===== src/bpp_pkg.sv =====
// ----------------------------------------------------------------------------
// bpp_pkg: shared types and constants for the button packet parser
// Byte codes, parser phases, command classes and the queue entry format.
// ----------------------------------------------------------------------------
package bpp_pkg;

  // packet byte codes
  localparam logic [7:0] CH_START  = 8'h21;  // '!'
  localparam logic [7:0] CH_BUTTON = 8'h42;  // 'B'
  localparam logic [7:0] CH_ONE    = 8'h31;  // '1'
  localparam logic [7:0] CH_TWO    = 8'h32;  // '2'
  localparam logic [7:0] CH_THREE  = 8'h33;  // '3'
  localparam logic [7:0] CH_FOUR   = 8'h34;  // '4'

  // default depth of the queue between parser and action stage
  localparam int QUEUE_DEPTH_DEF = 2;

  // parser phase
  typedef enum logic [2:0] {
    PH_HUNT  = 3'd0,
    PH_START = 3'd1,
    PH_TYPE  = 3'd2,
    PH_NUM   = 3'd3,
    PH_HIT   = 3'd4
  } bpp_phase_t;

  // what a good packet asks the action stage to do
  typedef enum logic [2:0] {
    CMD_NONE   = 3'd0,
    CMD_TOGGLE = 3'd1,
    CMD_PREV   = 3'd2,
    CMD_BACK2  = 3'd3,
    CMD_STAY   = 3'd4
  } bpp_cmd_t;

  // one classified packet
  typedef struct packed {
    logic [7:0] button;
    logic       pressed;
    bpp_cmd_t   cmd;
  } bpp_entry_t;

  // classify a packet by its button and hit bytes
  function automatic bpp_cmd_t bpp_classify(input logic [7:0] button,
                                            input logic [7:0] hit);
    bpp_cmd_t c;
    c = CMD_NONE;
    if (hit == CH_ONE) begin
      unique case (button)
        CH_ONE:   c = CMD_TOGGLE;
        CH_TWO:   c = CMD_PREV;
        CH_THREE: c = CMD_BACK2;
        CH_FOUR:  c = CMD_STAY;
        default:  c = CMD_NONE;
      endcase
    end
    return c;
  endfunction

endpackage


===== src/bpp_front.sv =====
// ----------------------------------------------------------------------------
// bpp_front: byte parser
// Tracks the five-byte packet pattern, checks the check byte and pushes
// one classified entry per good packet into the queue.
// ----------------------------------------------------------------------------
module bpp_front (
  input  logic                clk,
  input  logic                rst,
  input  logic [7:0]          rx_byte,
  input  logic                in_valid,
  output logic                in_stall,
  output logic                push_valid,
  input  logic                push_ready,
  output bpp_pkg::bpp_entry_t push_entry
);
  import bpp_pkg::*;

  bpp_phase_t phase, phase_next;
  logic [7:0] held_button;
  logic [7:0] held_hit;
  logic [7:0] sum;
  logic [7:0] check;
  logic       accept;

  // stall only while the queue cannot take an entry
  assign in_stall = !push_ready;
  assign accept   = in_valid && !in_stall;

  // expected check byte
  assign sum   = CH_START + CH_BUTTON + held_button + held_hit;
  assign check = ~sum;

  // next phase
  always_comb begin
    phase_next = phase;
    if (accept) begin
      unique case (phase)
        PH_HUNT:  phase_next = (rx_byte == CH_START) ? PH_START : PH_HUNT;
        PH_START: phase_next = (rx_byte == CH_BUTTON) ? PH_TYPE : PH_HUNT;
        PH_TYPE:  phase_next = PH_NUM;
        PH_NUM:   phase_next = PH_HIT;
        PH_HIT:   phase_next = PH_HUNT;
        default:  phase_next = (rx_byte == CH_START) ? PH_START : PH_HUNT;
      endcase
    end
  end

  // push a good packet
  always_comb begin
    push_valid         = 1'b0;
    push_entry.button  = held_button;
    push_entry.pressed = (held_hit == CH_ONE);
    push_entry.cmd     = bpp_classify(held_button, held_hit);
    unique case (phase)
      PH_HIT:  push_valid = accept && (rx_byte == check);
      default: push_valid = 1'b0;
    endcase
  end

  // phase register
  always_ff @(posedge clk) begin
    if (rst) begin
      phase <= PH_HUNT;
    end else begin
      phase <= phase_next;
    end
  end

  // held packet bytes
  always_ff @(posedge clk) begin
    if (rst) begin
      held_button <= '0;
      held_hit    <= '0;
    end else if (accept) begin
      if (phase == PH_TYPE) begin
        held_button <= rx_byte;
      end
      if (phase == PH_NUM) begin
        held_hit <= rx_byte;
      end
    end
  end

  // a push only ends a packet, after which the parser hunts again
  a_push_ends_packet: assert property (@(posedge clk) disable iff (rst)
    push_valid |=> phase == PH_HUNT)
    else $error("push did not return parser to hunting");

endmodule


===== src/bpp_queue.sv =====
// ----------------------------------------------------------------------------
// bpp_queue: small entry queue
// Decouples the parser from the action stage so that each stalls alone.
// ----------------------------------------------------------------------------
module bpp_queue #(
  parameter int DEPTH = bpp_pkg::QUEUE_DEPTH_DEF
) (
  input  logic                clk,
  input  logic                rst,
  input  logic                push_valid,
  output logic                push_ready,
  input  bpp_pkg::bpp_entry_t push_entry,
  output logic                pop_valid,
  input  logic                pop_ready,
  output bpp_pkg::bpp_entry_t pop_entry
);
  import bpp_pkg::*;

  localparam int PW = $clog2(DEPTH);
  localparam int CW = $clog2(DEPTH + 1);
  localparam logic [PW-1:0] LAST = PW'(DEPTH - 1);
  localparam logic [CW-1:0] FULL = CW'(DEPTH);

  bpp_entry_t    slots [DEPTH];
  logic [PW-1:0] wr_ptr;
  logic [PW-1:0] rd_ptr;
  logic [CW-1:0] count;
  logic          do_push;
  logic          do_pop;

  // status toward both sides
  assign push_ready = (count != FULL);
  assign pop_valid  = (count != '0);
  assign pop_entry  = slots[rd_ptr];
  assign do_push    = push_valid && push_ready;
  assign do_pop     = pop_valid && pop_ready;

  // entry storage
  always_ff @(posedge clk) begin
    if (do_push) begin
      slots[wr_ptr] <= push_entry;
    end
  end

  // pointers and fill count
  always_ff @(posedge clk) begin
    if (rst) begin
      wr_ptr <= '0;
      rd_ptr <= '0;
      count  <= '0;
    end else begin
      if (do_push) begin
        wr_ptr <= (wr_ptr == LAST) ? '0 : wr_ptr + 1'b1;
      end
      if (do_pop) begin
        rd_ptr <= (rd_ptr == LAST) ? '0 : rd_ptr + 1'b1;
      end
      if (do_push && !do_pop) begin
        count <= count + 1'b1;
      end else if (do_pop && !do_push) begin
        count <= count - 1'b1;
      end
    end
  end

  a_count_bound: assert property (@(posedge clk) disable iff (rst)
    count <= FULL)
    else $error("queue count beyond depth");

  a_ptr_gap: assert property (@(posedge clk) disable iff (rst)
    (count == '0 || count == FULL) |-> wr_ptr == rd_ptr)
    else $error("queue pointers disagree with count");

endmodule


===== src/bpp_back.sv =====
// ----------------------------------------------------------------------------
// bpp_back: action stage
// Pops classified packets, keeps the pause flag and holds each result in
// an output register until the receiver takes it.
// ----------------------------------------------------------------------------
module bpp_back (
  input  logic                clk,
  input  logic                rst,
  input  logic                pop_valid,
  output logic                pop_ready,
  input  bpp_pkg::bpp_entry_t pop_entry,
  output logic                out_valid,
  input  logic                out_stall,
  output logic [7:0]          button_code,
  output logic                pressed,
  output logic                pause_flag,
  output logic                kill_request,
  output logic signed [1:0]   song_step
);
  import bpp_pkg::*;

  logic              paused;
  logic              paused_next;
  logic              load;
  logic              kill_next;
  logic signed [1:0] step_next;

  // take an entry when the output register is free or being emptied
  assign pop_ready = !out_valid || !out_stall;
  assign load      = pop_valid && pop_ready;

  // decode the command
  always_comb begin
    paused_next = paused;
    kill_next   = 1'b0;
    step_next   = 2'sd0;
    unique case (pop_entry.cmd)
      CMD_TOGGLE: paused_next = !paused;
      CMD_PREV: begin
        kill_next = 1'b1;
        step_next = -2'sd1;
      end
      CMD_BACK2: begin
        kill_next = 1'b1;
        step_next = -2'sd2;
      end
      CMD_STAY:  kill_next = 1'b1;
      default:   kill_next = 1'b0;
    endcase
  end

  // pause flag and output valid
  always_ff @(posedge clk) begin
    if (rst) begin
      paused    <= 1'b0;
      out_valid <= 1'b0;
    end else begin
      if (load) begin
        paused    <= paused_next;
        out_valid <= 1'b1;
      end else if (!out_stall) begin
        out_valid <= 1'b0;
      end
    end
  end

  // result payload
  always_ff @(posedge clk) begin
    if (load) begin
      button_code  <= pop_entry.button;
      pressed      <= pop_entry.pressed;
      pause_flag   <= paused_next;
      kill_request <= kill_next;
      song_step    <= step_next;
    end
  end

  a_pause_only_toggle: assert property (@(posedge clk) disable iff (rst)
    (paused != $past(paused)) |-> $past(load && pop_entry.cmd == CMD_TOGGLE))
    else $error("pause flag changed without a toggle");

  a_step_needs_kill: assert property (@(posedge clk) disable iff (rst)
    (out_valid && !kill_request) |-> song_step == 2'sd0)
    else $error("song step without kill request");

  a_kill_needs_press: assert property (@(posedge clk) disable iff (rst)
    (out_valid && kill_request) |-> pressed)
    else $error("kill request from a release");

endmodule


===== src/button_packet_parser_unit.sv =====
// ----------------------------------------------------------------------------
// button_packet_parser_unit: button packet parser
// Finds five-byte button packets in a received byte stream and turns each
// good packet into one pause / track-control result.
// ----------------------------------------------------------------------------
// Usage:
//   Input channel (in_valid / in_stall / rx_byte) takes one received byte per
//   item. Output channel (out_valid / out_stall and the result fields) gives
//   one item per packet whose check byte matches; other bytes give nothing.
//   Throughput is one byte per cycle while in_stall is low. The parser
//   classifies the packet when its check byte is taken and pushes it into a
//   small queue; the action stage pops it from the queue into the output
//   register once that register is free or being emptied, which raises
//   out_valid and holds the result there until it is taken.
//   Reset (rst, synchronous) returns the parser to hunting for '!', empties
//   the queue and clears the internal pause state to playing.
//   When the receiver stalls, the result stays in the output register, the
//   queue fills, and in_stall rises only once the queue is full.
// ----------------------------------------------------------------------------
module button_packet_parser_unit #(
  parameter int QUEUE_DEPTH = bpp_pkg::QUEUE_DEPTH_DEF
) (
  input  logic              clk,
  input  logic              rst,
  input  logic              in_valid,
  output logic              in_stall,
  input  logic [7:0]        rx_byte,
  output logic              out_valid,
  input  logic              out_stall,
  output logic [7:0]        button_code,
  output logic              pressed,
  output logic              pause_flag,
  output logic              kill_request,
  output logic signed [1:0] song_step
);
  import bpp_pkg::*;

  logic       push_valid;
  logic       push_ready;
  logic       pop_valid;
  logic       pop_ready;
  bpp_entry_t push_entry;
  bpp_entry_t pop_entry;

  // parser
  bpp_front u_front (
    .clk        (clk),
    .rst        (rst),
    .rx_byte    (rx_byte),
    .in_valid   (in_valid),
    .in_stall   (in_stall),
    .push_valid (push_valid),
    .push_ready (push_ready),
    .push_entry (push_entry)
  );

  // decoupling queue
  bpp_queue #(
    .DEPTH (QUEUE_DEPTH)
  ) u_queue (
    .clk        (clk),
    .rst        (rst),
    .push_valid (push_valid),
    .push_ready (push_ready),
    .push_entry (push_entry),
    .pop_valid  (pop_valid),
    .pop_ready  (pop_ready),
    .pop_entry  (pop_entry)
  );

  // action stage
  bpp_back u_back (
    .clk          (clk),
    .rst          (rst),
    .pop_valid    (pop_valid),
    .pop_ready    (pop_ready),
    .pop_entry    (pop_entry),
    .out_valid    (out_valid),
    .out_stall    (out_stall),
    .button_code  (button_code),
    .pressed      (pressed),
    .pause_flag   (pause_flag),
    .kill_request (kill_request),
    .song_step    (song_step)
  );

endmodule


===== config.mk =====
export PLATFORM = sky130hd
export DESIGN_NAME = button_packet_parser_unit
export DESIGN_NICKNAME = d
export VERILOG_FILES = /design/src/bpp_pkg.sv /design/src/bpp_front.sv /design/src/bpp_queue.sv /design/src/bpp_back.sv /design/src/button_packet_parser_unit.sv
export SDC_FILE = /design/constraint.sdc
export NUM_CORES = 1
export LEC_CHECK = 0
export BUFFER_PORTS_ARGS = -buffer_cell sky130_fd_sc_hd__buf_2
export CAP_MARGIN = 20
export CORE_ASPECT_RATIO = 1.1
export CORE_MARGIN = 4
export CORE_UTILIZATION = 54
export CTS_CLUSTER_DIAMETER = 200
export CTS_CLUSTER_SIZE = 24
export DETAILED_ROUTE_END_ITERATION = 10
export PLACE_DENSITY = 0.82
export SLEW_MARGIN = 20
export SYNTH_ARGS = -nofsm -noshare
export SYNTH_HDL_FRONTEND = slang
export SYNTH_SLANG_ARGS = --single-unit

===== constraint.sdc =====
create_clock -name clk -period 9.43 [get_ports clk]
set_input_delay 1.886 -clock clk [delete_from_list [all_inputs] [get_ports clk]]
set_output_delay 1.886 -clock clk [all_outputs]
set_load 0.01 [all_outputs]

-- After elaboration in Yosys (flattened, before gate mapping)
Memory sizes are Yosys's and may differ from the RTL's. A register that Yosys moved wholly into a read port is not among the register bits.
Cells that the tools add are included.
- latch bits: 0
- register bits after elaboration: 38
- ROM bits: 0
- logic and storage cells: 76
- memories kept: 1
- memory bits (writable): 24
- add/subtract/negate cells: 6
- mux-type cells: 19
- $mul: 0
- bitwise operators: 1
- reductions and logical operators: 18
- eq/ne operators: 18
- shift operators: 0
- order comparisons: 0
- divide/modulo/power cells: 0
- memory list (memory ; words ; bits a word ; read ports ; clocked after memory_dff ; wr ports ; RTL line ; source):
    u_queue.slots ; 2 ; 12 ; 1 ; 1 ; 1 ; bpp_queue.sv:24 ; bpp_entry_t slots [DEPTH];
- operators by type and width (cell ; count):
    $eq 8x6->1 const B ; 6
    $pmux 3 s4 ; 2
    $eq 3x2->1 const B ; 4
    $mux 1 ; 12
    $add 7x8->8 const A ; 1
    $add 8x8->8 ; 1
    $eq 8x7->1 const B ; 1
    $eq 8x8->1 ; 1
    $not 8->8 ; 1
    $eq 3x1->1 const B ; 2
    $eq 3x3->1 const B ; 2
    $logic_and 1x1->1 ; 6
    $logic_not 1->1 ; 6
    $mux 2 ; 3
    $pmux 2 s2 ; 1
    $reduce_and 2->1 ; 2
    $reduce_bool 2->1 ; 2
    $mux 3 ; 1
    $reduce_or 3->1 ; 1
    $add 1x1->1 const B ; 2
    $add 2x1->2 const B ; 1
    $ne 2x1->1 const B ; 1
    $ne 2x2->1 const B ; 1
    $sub 2x1->2 const B ; 1
    $logic_or 1x1->1 ; 1

-- Logic depth before layout (Yosys ltp)
Gate-level depths: netlist of the first run.
- depth after elaboration: 11
- gate-level depth with buffers: 15
- depth with buffers taken out: 15

-- By module
Synthesis of the first run repeated with hierarchy kept, for this count alone.
- cells, all modules: 235
- area total of the unflattened synthesis: 2892.8 sq um
- by module, submodules not included (module ; cells each ; area each (sq um) ; times used):
    bpp_front ; 144 ; 1281.2 ; 1
    bpp_queue ; 61 ; 1083.5 ; 1
    bpp_back ; 30 ; 528.0 ; 1

-- Worst setup path before layout of the first run
OpenSTA, ideal clock, no wires.
- path kind: in2reg
- start: in rx_byte[0]
- end: mem u_queue.slots[0][0] in the netlist's numbering, enable pin
- data arrival time: 3.233 ns
- stages on the path: 5
- setup slack: 5.853 ns
- buffers on the path: 0
- required time: 9.086 ns
- path through: xor2_1 > nor4_4 > nand4_1 > or4_1 > inv_1
- longest elaborated chain between the ends: 6
- RTL lines (item ; RTL line ; source):
    from (decl) ; button_packet_parser_unit.sv:27 ; input logic [7:0] rx_byte,
    $eq 8x8->1 ; bpp_front.sv:55 ; PH_HIT: push_valid = accept && (rx_byte == check);
    $logic_and 1x1->1 ; bpp_front.sv:55 ;
    $mux 1 ; bpp_front.sv:54 ; unique case (phase)
    $logic_and 1x1->1 ; bpp_queue.sv:35 ; assign do_push = push_valid && push_ready;
    $mux 1 ; bpp_queue.sv:40 ; if (do_push) begin
    $mux 1 (implied by the code) ; bpp_queue.sv:41 ; slots[wr_ptr] <= push_entry;
    to (decl) ; bpp_queue.sv:24 ;
Every way passes these cells.

-- Worst setup path in the final report of the first run
- start: in rx_byte[0]
- end: mem u_queue.slots[0][9] in the netlist's numbering, enable pin
The elaborated chain is that of the path after synthesis.

==> impl_results.md, run 1 <==
* EDFF count, synth at 37
* Fmax at 283 MHz
* # setup viols final at 0
* CP Data Required Time at 9.41 ns
* Most frequent cells in the layout: 37 x edfxtp_1, 31 x nor2_1, 26 x dfxtp_1, 26 x buf_2, 19 x inv_1
* CTS Hold Bufs at 0
* Worst hold slack at 0.472 ns
* Largest net degree at the start of global routing at 27
* Core area at 5130 sq um
* Gr ovfl total at 0
* Synthesized Nets at 272
* Height of the die at 85.2 um
* PwrDens at 157 nW/um^2
* Final nets at 300
* Final setup margin at 5.90 ns
* Clock slew at reported path FFs at 0.06 ns
* Max Slew Vio Count at 0
* Worst EP arrival at 3.52 ns
* RSZ-0062 raised after global routing: no
* Setup TNS Final at 0 ns
* GPL Wtd Cong at 0.818
* Port Buffers at 26
* Clock Sink Count at 63
* Min Tclk post-route at 3.53 ns
* Synth unique cells at 39
* Maximum vdd drop at 0.0969 mV
* Worst Tran Pin Value at 0.819 ns
* Post-CTS sizing at 0
* Hold/Removal Path Class: flop to flop
* Wirelength per Cell at 13.5 um
* Slew HR at 45.0%
* Num CTS Buffers at 9
* Vias per cell at between 5 and 6
* Clock skew at 0.00586 ns
* Mapped Cells at 245
* Worst-path fanout max at 12
* Seq/Total Area, Yosys at 55.8%
* Number of max-cap violations at 0
* Via count at 1798
* CTS root buffer: clkbuf_8
* Layout cell share with drive strength beyond 1 at between 10% and 20%
* Setup Buffers After CTS at 0
* Leak at around 0.0013 uW
* Outcome: finished, final reports clean
* Main synth FF type: edfxtp_1
* Number of routed nets with antenna violations at 0
* #FFs+latches synth at 63
* Area Growth Syn to Fin at 12.1%
* HPWL after DPL at 3.35 mm
* Htree depth at 3
* Mapped cell area at slightly below 3000 sq um
* # DRC at 0
* Initial antenna violation count at 0
* Async set-reset flop share out of synthesis at 0%
* WL final at 4.72 mm
* Critical path class: primary input to flop
* Dpl ws at 5.53 ns
* DRT Pass-1 Iters at 4
* Startpoint types: primary input
* Worst skew pair latency at 0.33 ns
* Vias in the first global route at 1758
* Gr usage total at 15.9%
* First DRT Iteration DRCs at 64
* Rows at 27
* Starting Density at a little under three fifths
* Crit share post-route at a little under two fifths
* IO Pins at 27
* Crit. End Element: flop
* Avg Inst Size Synth at 11.9 sq um
* DIE WIDTH at just under 80 um
* Commonest non-fill, non-tap cell in the layout: edfxtp_1
* First-pass GRT wire length at 7.92 mm
* YS warnings at 0
* Bufs on Longest Clock Path at 2
* Final hold violation count at 0
* Die Area at about 6700 sq um
* # diodes at 0
* CTS tree: done
## report_power, final
| part | total [uW] | leakage [uW] | switching (uW) | internal (uW) |
|---|---|---|---|---|
| clock network | 215 | 0.0000863 | 93.5 | 122 |
| logic | 12.1 | 0.000595 | 7.41 | 4.66 |
| registers | 288 | 0.000579 | 0.0297 | 288 |
## path summary, 6_finish.rpt
check / startpoint / endpoint / slack, ns / depth (start not counted)
hold / removal: u_back.out_valid / u_back.out_valid / 0.47 / 2
hold reg to reg: u_back.out_valid / u_back.out_valid / 0.47 / 2
setup / recovery: rx_byte[0] / u_queue.slots[0][9] / 5.90 / 6
setup reg to reg: u_front.held_button[1] / u_queue.slots[0][9] / 5.95 / 12
## critical path, cell delays in order
cell     delay, ns
buf_2         0.13
xor2_1        0.18
nor4_4        0.24
nand4_1       0.16
or4_1         0.55
inv_1         0.36
## registers in the layout, summed over array words and instances, names as in the netlist, 2 cells and up, named ones only
signal,count
u_queue.count,2
u_front.phase,3
u_front.held_hit,8
u_queue.slots,24
u_back.button_code,8
u_back.song_step,2
u_front.held_button,8
## layout make-up
class,instances,area (sq um)
multi-input cells,154,1180
flip-flops and latches,63,1630
fillers,420,1860
inverters,19,71.3
clock buffers,14,143
clock inverters,2,33.8
repair buffers,26,130
well taps,72,90.1
## cell families after synthesis
logic type	share of synthesized area [%]
DFF	55.8
AOI/OAI and AO/OA	4.66
and+or+nand+nor	13.6
adders and majority gates	7.01
buffers and inverters	3.93
muxes	9.28
xor gates and xnor gates	5.69
## cells in the mapped netlist, types with 3 or more instances
cell	instances	area, sq um
nand2b_1	4	25.0
xor2_1	5	43.8
nor3_1	4	20.0
edfxtp_1	37	1110
o21ai_0	6	30.0
inv_1	19	71.3
nand2_1	8	30.0
ha_1	14	175
nor4b_1	3	26.3
a21oi_1	11	55.1
clkbuf_1	6	22.5
mux2i_1	17	170
mux2_2	9	101
xnor2_1	14	123
dfxtp_1	26	521
nor2_1	31	116
nor4_1	3	18.8
## through the flow
step | total power (uW) | std cells | instance area (sq um) | utilization [%]
after global routing | 537 | 350 | 3280 | 63.8
after global placement | 306 | 334 | 3100 | 60.4
after floorplan | 301 | 245 | 2930 | -
after detailed placement | 306 | 334 | 3100 | 60.4
final | 515 | 350 | 3280 | 63.8
after CTS | 521 | 350 | 3280 | 63.8
## metal layers
layer | GRT usage (%) | part of all wire, %
met5 | 0 | 0
met3 | 5.20 | 3.4
met4 | 8.59 | 2.1
met1 | 18.2 | 46
met2 | 26.3 | 49
(Power assumes the default switching activity.)
==> run 2: changes to the inputs <==
--- a/config.mk
+++ b/config.mk
@@ -5,15 +5,16 @@
 export SDC_FILE = /design/constraint.sdc
 export NUM_CORES = 1
 export LEC_CHECK = 0
+export ABC_AREA = 1
 export BUFFER_PORTS_ARGS = -buffer_cell sky130_fd_sc_hd__buf_2
 export CAP_MARGIN = 20
 export CORE_ASPECT_RATIO = 1.1
 export CORE_MARGIN = 4
-export CORE_UTILIZATION = 54
+export CORE_UTILIZATION = 53
 export CTS_CLUSTER_DIAMETER = 200
 export CTS_CLUSTER_SIZE = 24
 export DETAILED_ROUTE_END_ITERATION = 10
-export PLACE_DENSITY = 0.82
+export PLACE_DENSITY = 0.83
 export SLEW_MARGIN = 20
 export SYNTH_ARGS = -nofsm -noshare
 export SYNTH_HDL_FRONTEND = slang
==> constraint.sdc (replaced) <==
create_clock -name clk -period 3.1 [get_ports clk]
set_input_delay 0.62 -clock clk [delete_from_list [all_inputs] [get_ports clk]]
set_output_delay 0.62 -clock clk [all_outputs]
set_load 0.01 [all_outputs]
==> impl_results.md, run 2 <==
* Hold/Removal Path Class: flop to flop
* R2R Setup Slk at 0.23 ns
* PwrDens at 645 nW/um^2
* Final nets at 389
* Die Area at 6920 sq um
* CP Data Required Time at 3.33 ns
* Bufs on Longest Clock Path at 2
* Final hold violation count at 0
* Leak at approximately 0.0015 uW
* Largest net degree at the start of global routing at 20
* Clock skew at just over 0.008 ns
* First-pass GRT wire length at slightly above 9 mm
* Fmax at 349 MHz
* Startpoint types: flop
* Port Buffers at 26
* Main synth FF type: edfxtp_1
* Layout cell share with drive strength beyond 1 at 18.3%
* Clock Sink Count at 63
* Mapped cell area at roughly 3000 sq um
* Max reg flops at 24
* Most instantiated library cell after synthesis: nand2_1
* Synth unique cells at 26
* Max Slew Vio Count at 0
* #FFs+latches synth at between 60 and 70
* Core area at 5430 sq um
* Avg Inst Size Synth at 9.18 sq um
* Area Growth Syn to Fin at 15.3%
* Tot Pwr at 2230 uW
* Cell taking the most area after synthesis: edfxtp_1
* Slew HR at 59.9%
* Synthesized Nets at 353
* Crit share post-route at 92.4%
* Most frequent cells in the layout: 71 x nand2_1, 49 x inv_1, 37 x edfxtp_1, 30 x a21oi_1, 26 x buf_2
* Worst-path fanout max at 3
* Largest stage delay on the critical path at between 0.4 and 0.5 ns
* Crit path max-delay cell type: fa_1
* IO Pins at 27
* # DRC at 0
* Seq/Total Area, Yosys at 54.5%
* # diodes at 0
* Number of max-cap violations at 0
* Worst EP arrival at 3.09 ns
* CTS tree: done
* Dpl ws at 0.102 ns
* Gr usage total at between 10% and 20%
* Htree depth at 3
* Critical path class: flop to flop
* HPWL after DPL at 4.23 mm
* Register name with the most flops: u_queue.slots
* DRT Pass-1 Iters at 4
* Min Tclk post-route at 2.87 ns
* First DRT Iteration DRCs at 147
* Maximum vdd drop at 0.378 mV
* DIE WIDTH at 79.7 um
* CTS root buffer: clkbuf_8
* Gr ovfl total at 0
* Most frequent cells after synthesis: 71 x nand2_1, 55 x inv_1, 37 x edfxtp_1
* Commonest non-fill, non-tap cell in the layout: nand2_1
* Initial antenna violation count at 0
* Synth top area cells: edfxtp_1 37%, dfxtp_1 17%, nand2_1 8.9%, inv_1 6.9%, ha_1 5.9%
* Starting Density at 55.1%
* Worst path cell trace: inv_1 > ha_4 > inv_2 > ha_4 > inv_2 > fa_1 > inv_1 > nand2_1 > nand2_1 > nand2_1 > nor2_1 > nand3_1 > nor2_1 > nand3_1 > inv_2 > ha_4 > a21oi_2 > o21ai_1 > o21ai_1 > a21oi_1
* Mapped Cells at 326
* Wirelength per Cell at 13.8 um
* Final setup margin at 0.235 ns
* Height of the die at 86.8 um
* Vias per cell at 5.28
* Num CTS Buffers at 9
* Vias in the first global route at ~2100
* Top-area cell type share of the netlist area at about 37%
* Clock slew at reported path FFs at approximately 0.07 ns
* Via count at between 2000 and 2500
* WL final at 6.09 mm
* Worst skew pair latency at around 0.34 ns
* Async set-reset flop share out of synthesis at 0%
* CTS Hold Bufs at 0
* YS warnings at 0
* Worst Tran Pin Value at around 0.60 ns
* # setup viols final at 0
* GPL Wtd Cong at 0.954
* Number of routed nets with antenna violations at 0
* Crit. End Element: flop
* Fillers at roughly 450
* EDFF count, synth at 37
* Outcome: finished, final reports clean
* Util after Layout at 63.6%
* Rows at 28
## run 2: cell types whose count changed after synthesis, moves of 4 or more
cell      previous run  this run
a21oi_1             11        31
xnor2_1             14         2
clkbuf_1             6         0
inv_1               19        55
nor2_1              31        16
mux2i_1             17         0
o21ai_0              6        22
nand2_1              8        71
nand3_1              1        12
nand2b_1             4         0
## run 2: worst paths after layout
check	depth (start not counted)	to	startpoint
max reg2reg	20	u_queue.count[1]	u_front.held_hit[1]
min	1	u_queue.rd_ptr	u_queue.rd_ptr
min reg2reg	1	u_queue.rd_ptr	u_queue.rd_ptr
max	20	u_queue.count[1]	u_front.held_hit[1]
## run 2: logic make-up after synthesis
kind of cell | synth area share, %
flops | 54.5
mux | 3.38
xor+xnor | 1.17
fa+ha+maj | 6.52
compound gates | 9.57
buf+inv | 7.90
simple gates | 17.0
## run 2: through the flow
step | instances | TNS (ns) | instance area [sq um] | hold slack [ns]
final | 441 | 0 | 3450 | 0.457
after global routing | 441 | -0.0261 | 3450 | 0.496
after CTS | 439 | 0 | 3390 | 0.454
after detailed placement | 424 | 0 | 3200 | 0.442
after global placement | 424 | 0 | 3200 | 0.430
after floorplan | 326 | 0 | 2990 | 0.426
## run 2: layout make-up
| type | count | area, sq um | share of cell area [%] |
|---|---|---|---|
| clock buffers | 11 | 141 | 4.10 |
| clock inverters | 4 | 46.3 | 1.34 |
| inverters | 56 | 216 | 6.27 |
| multi-input cells | 203 | 1170 | 33.8 |
| flip-flops and latches | 63 | 1630 | 47.3 |
| well taps | 75 | 93.8 | 2.72 |
| repair buffers | 29 | 153 | 4.42 |
## run 2: worst max-delay path: cells and delay by family (launching register included)
| family | cells | cell delay [ns] |
|---|---|---|
| AOI/OAI and AO/OA | 4 | 0.36 |
| DFF | 1 | 0.35 |
| buffers and inverters | 5 | 0.37 |
| adders and majority gates | 4 | 1.06 |
| and+or+nand+nor | 7 | 0.63 |
## run 2: repair_timing
| item | CTS | global route |
|---|---|---|
| endpoints found under the setup margin | 0 | 13 |
| resized for setup | 0 | 16 |
| endpoints found under the hold margin | 0 | 0 |
| buffers inserted | 0 | 2 |
## run 2: report_power, final
| part | total [uW] | internal (uW) | switching [uW] |
|---|---|---|---|
| logic | 452 | 187 | 265 |
| registers | 1100 | 1030 | 63.2 |
| clock network | 675 | 385 | 291 |
## run 2: routing by layer
metal  GRT usage [%]  part of all wire (%)  vias to the layer above
met2            30.8                    50                       84
met4            10.0                   3.3                        0
met5               0                     0                        -
li1                -                     -                     1154
met1            19.7                    41                     1074
met3            5.30                   5.1                       18
==> run 3: changes to the inputs <==
--- a/config.mk
+++ b/config.mk
@@ -5,7 +5,6 @@
 export SDC_FILE = /design/constraint.sdc
 export NUM_CORES = 1
 export LEC_CHECK = 0
-export ABC_AREA = 1
 export BUFFER_PORTS_ARGS = -buffer_cell sky130_fd_sc_hd__buf_2
 export CAP_MARGIN = 20
 export CORE_ASPECT_RATIO = 1.1
@@ -14,7 +13,7 @@
 export CTS_CLUSTER_DIAMETER = 200
 export CTS_CLUSTER_SIZE = 24
 export DETAILED_ROUTE_END_ITERATION = 10
-export PLACE_DENSITY = 0.83
+export PLACE_DENSITY = 0.75
 export SLEW_MARGIN = 20
 export SYNTH_ARGS = -nofsm -noshare
 export SYNTH_HDL_FRONTEND = slang
==> impl_results.md, run 3 (synthesis results as in run 1) <==
* Maximum vdd drop at 0.270 mV
* Via count at 1838
* Worst Tran Pin Value at between 0.7 and 0.8 ns
* Register name with the most flops: u_queue.slots
* Max reg flops at 24
* Outcome: finished, final reports clean
* Vias per cell at 5.04
* Crit path max-delay cell type: or4_4
* Setup TNS Final at 0 ns
* Number of routed nets with antenna violations at 0
* HPWL after DPL at 3.40 mm
* Vias in the first global route at 1835
* Min Tclk post-route at 3.04 ns
* Crit path max-delay family: simple AND/OR/NAND/NOR gates
* Layout cell share with drive strength beyond 1 at between 20 and 30%
* Critical path class: flop to flop
* Core area at 5360 sq um
* IO Pins at 27
* Dpl ws at -0.0738 ns
* Clock skew at 0.00936 ns
* Port Buffers at 26
* Starting Density at roughly 55%
* Area Growth Syn to Fin at 17.5%
* Crit share post-route at 98.1%
* Largest net degree at the start of global routing at 27
* Post-route cell area at around 3400 sq um
* PwrDens at 433 nW/um^2
* Wirelength per Cell at about 14 um
* Leak at about 0.0013 uW
* Buf/Inv on CP at 4
* Post-DP Area at ~3200 sq um
* # diodes at 0
* CP Data Required Time at 3.14 ns
* Final setup margin at 0.0593 ns
* Fillers at approximately 440
* Height of the die at 85.9 um
* Slew HR at roughly half
* Clock slew at reported path FFs at around 0.070 ns
* Gr usage total at 16.0%
* Worst path cell trace: inv_2 > ha_4 > inv_2 > ha_4 > inv_2 > fa_2 > nand2b_1 > a21oi_1 > xnor2_1 > nand4_1 > or4_4 > clkinvlp_4
* CTS root buffer: clkbuf_8
* Fmax at approximately 330 MHz
* Max Slew Vio Count at 0
* Die Area at 6770 sq um
* Final nets at about 310
* Area of the multi-input gates at 1250 sq um
* Number of max-cap violations at 0
* DRT Pass-1 Iters at 4
* Worst EP arrival at 3.08 ns
* Rows at 28
* GPL Wtd Cong at 0.836
* Bufs on Longest Clock Path at 2
* Htree depth at 3
* # DRC at 0
* Startpoint types: flop
* Worst skew pair latency at 0.34 ns
* Crit. End Element: flop
* # setup viols final at 0
* CTS Hold Bufs at 0
* Gr ovfl total at 0
* First DRT Iteration DRCs at 98
* WL final at between 4 and 5 mm
* Num CTS Buffers at 9
* Clock Sink Count at 63
* Final hold violation count at 0
* Worst-path fanout max at 6
* Commonest non-fill, non-tap cell in the layout: edfxtp_1
* First-pass GRT wire length at 8.10 mm
* DIE WIDTH at slightly below 80 um
* Most frequent cells in the layout: 37 x edfxtp_1, 31 x nor2_1, 26 x buf_2, 22 x dfxtp_1, 17 x mux2i_1
* Reg area at between 1500 and 2000 sq um
* Cell mode on critical path: inv_2
* Largest stage delay on the critical path at 0.63 ns
* RSZ-0062 raised after global routing: yes
* CTS tree: done
* Hold/Removal Path Class: flop to flop
* Initial antenna violation count at 0
## run 3: cell types whose count changed in the layout (fill, tap and decap cells not counted), moves of 4 or more
cell      change
a21oi_1      -20
buf_4         +7
inv_1        -37
mux2i_1      +17
nand2_1      -63
nand2b_1      +4
nand3_1      -11
nor2_1       +15
o21ai_0      -15
xnor2_1      +10
## run 3: tightest hold or removal path, delay by kind of cell, from the launching register on
family,cells,cell delay (ns)
flops,1,0.30
simple gates,1,0.07
compound gates,1,0.06
## run 3: power by group
part	leakage [uW]	total [uW]	switching, uW	internal, uW
clock network	0.0000788	574	288	286
registers	0.000581	876	0.0844	876
logic	0.000673	40.2	25.4	14.8
total	0.00133	1490	314	1180
## run 3: layout make-up
cell class                 instances  area share [%]
timing repair inverter             1           0.218
multi-input combinational        154            36.3
timing repair buffer              37            6.55
clock inverter                     3           0.400
tap                               75            2.73
inverter                          19            2.15
clock buffer                      13            4.04
sequential                        63            47.6
## run 3: per-layer routing
metal	global-route usage [%]	up-vias	wire length, um
met4	7.03	0	74
met1	19.0	859	2220
met2	26.3	31	2480
li1	-	941	-
met3	5.36	7	213
met5	0	-	0
## run 3: timing repair
item                       in CTS  in global routing
pin swaps                       4                 10
buffers inserted                1                  2
hold endpoints to repair        0                  0
resized for setup               4                 20
setup endpoints to repair      13                 14
cloned                          1                  0
## run 3: path summary, 6_finish.rpt
check | start | to | slack (ns) | cells after the start
worst min-delay path | u_back.out_valid | u_back.out_valid | 0.48 | 2
worst max register to register | u_front.held_hit[1] | u_queue.slots[0][1] | 0.06 | 12
worst max-delay path | u_front.held_hit[1] | u_queue.slots[0][1] | 0.06 | 12
worst min register to register | u_back.out_valid | u_back.out_valid | 0.48 | 2
## run 3: stage by stage
step / power [uW] / util, % / cells / hold WS (ns)
final: 1490 / 64.1 / 365 / 0.481
after global routing: 1550 / 64.1 / 365 / 0.505
after CTS: 1500 / 62.7 / 363 / 0.486
after detailed placement: 932 / 59.3 / 345 / 0.476
after global placement: 932 / 59.3 / 345 / 0.461
after floorplan: 916 / - / 245 / 0.452
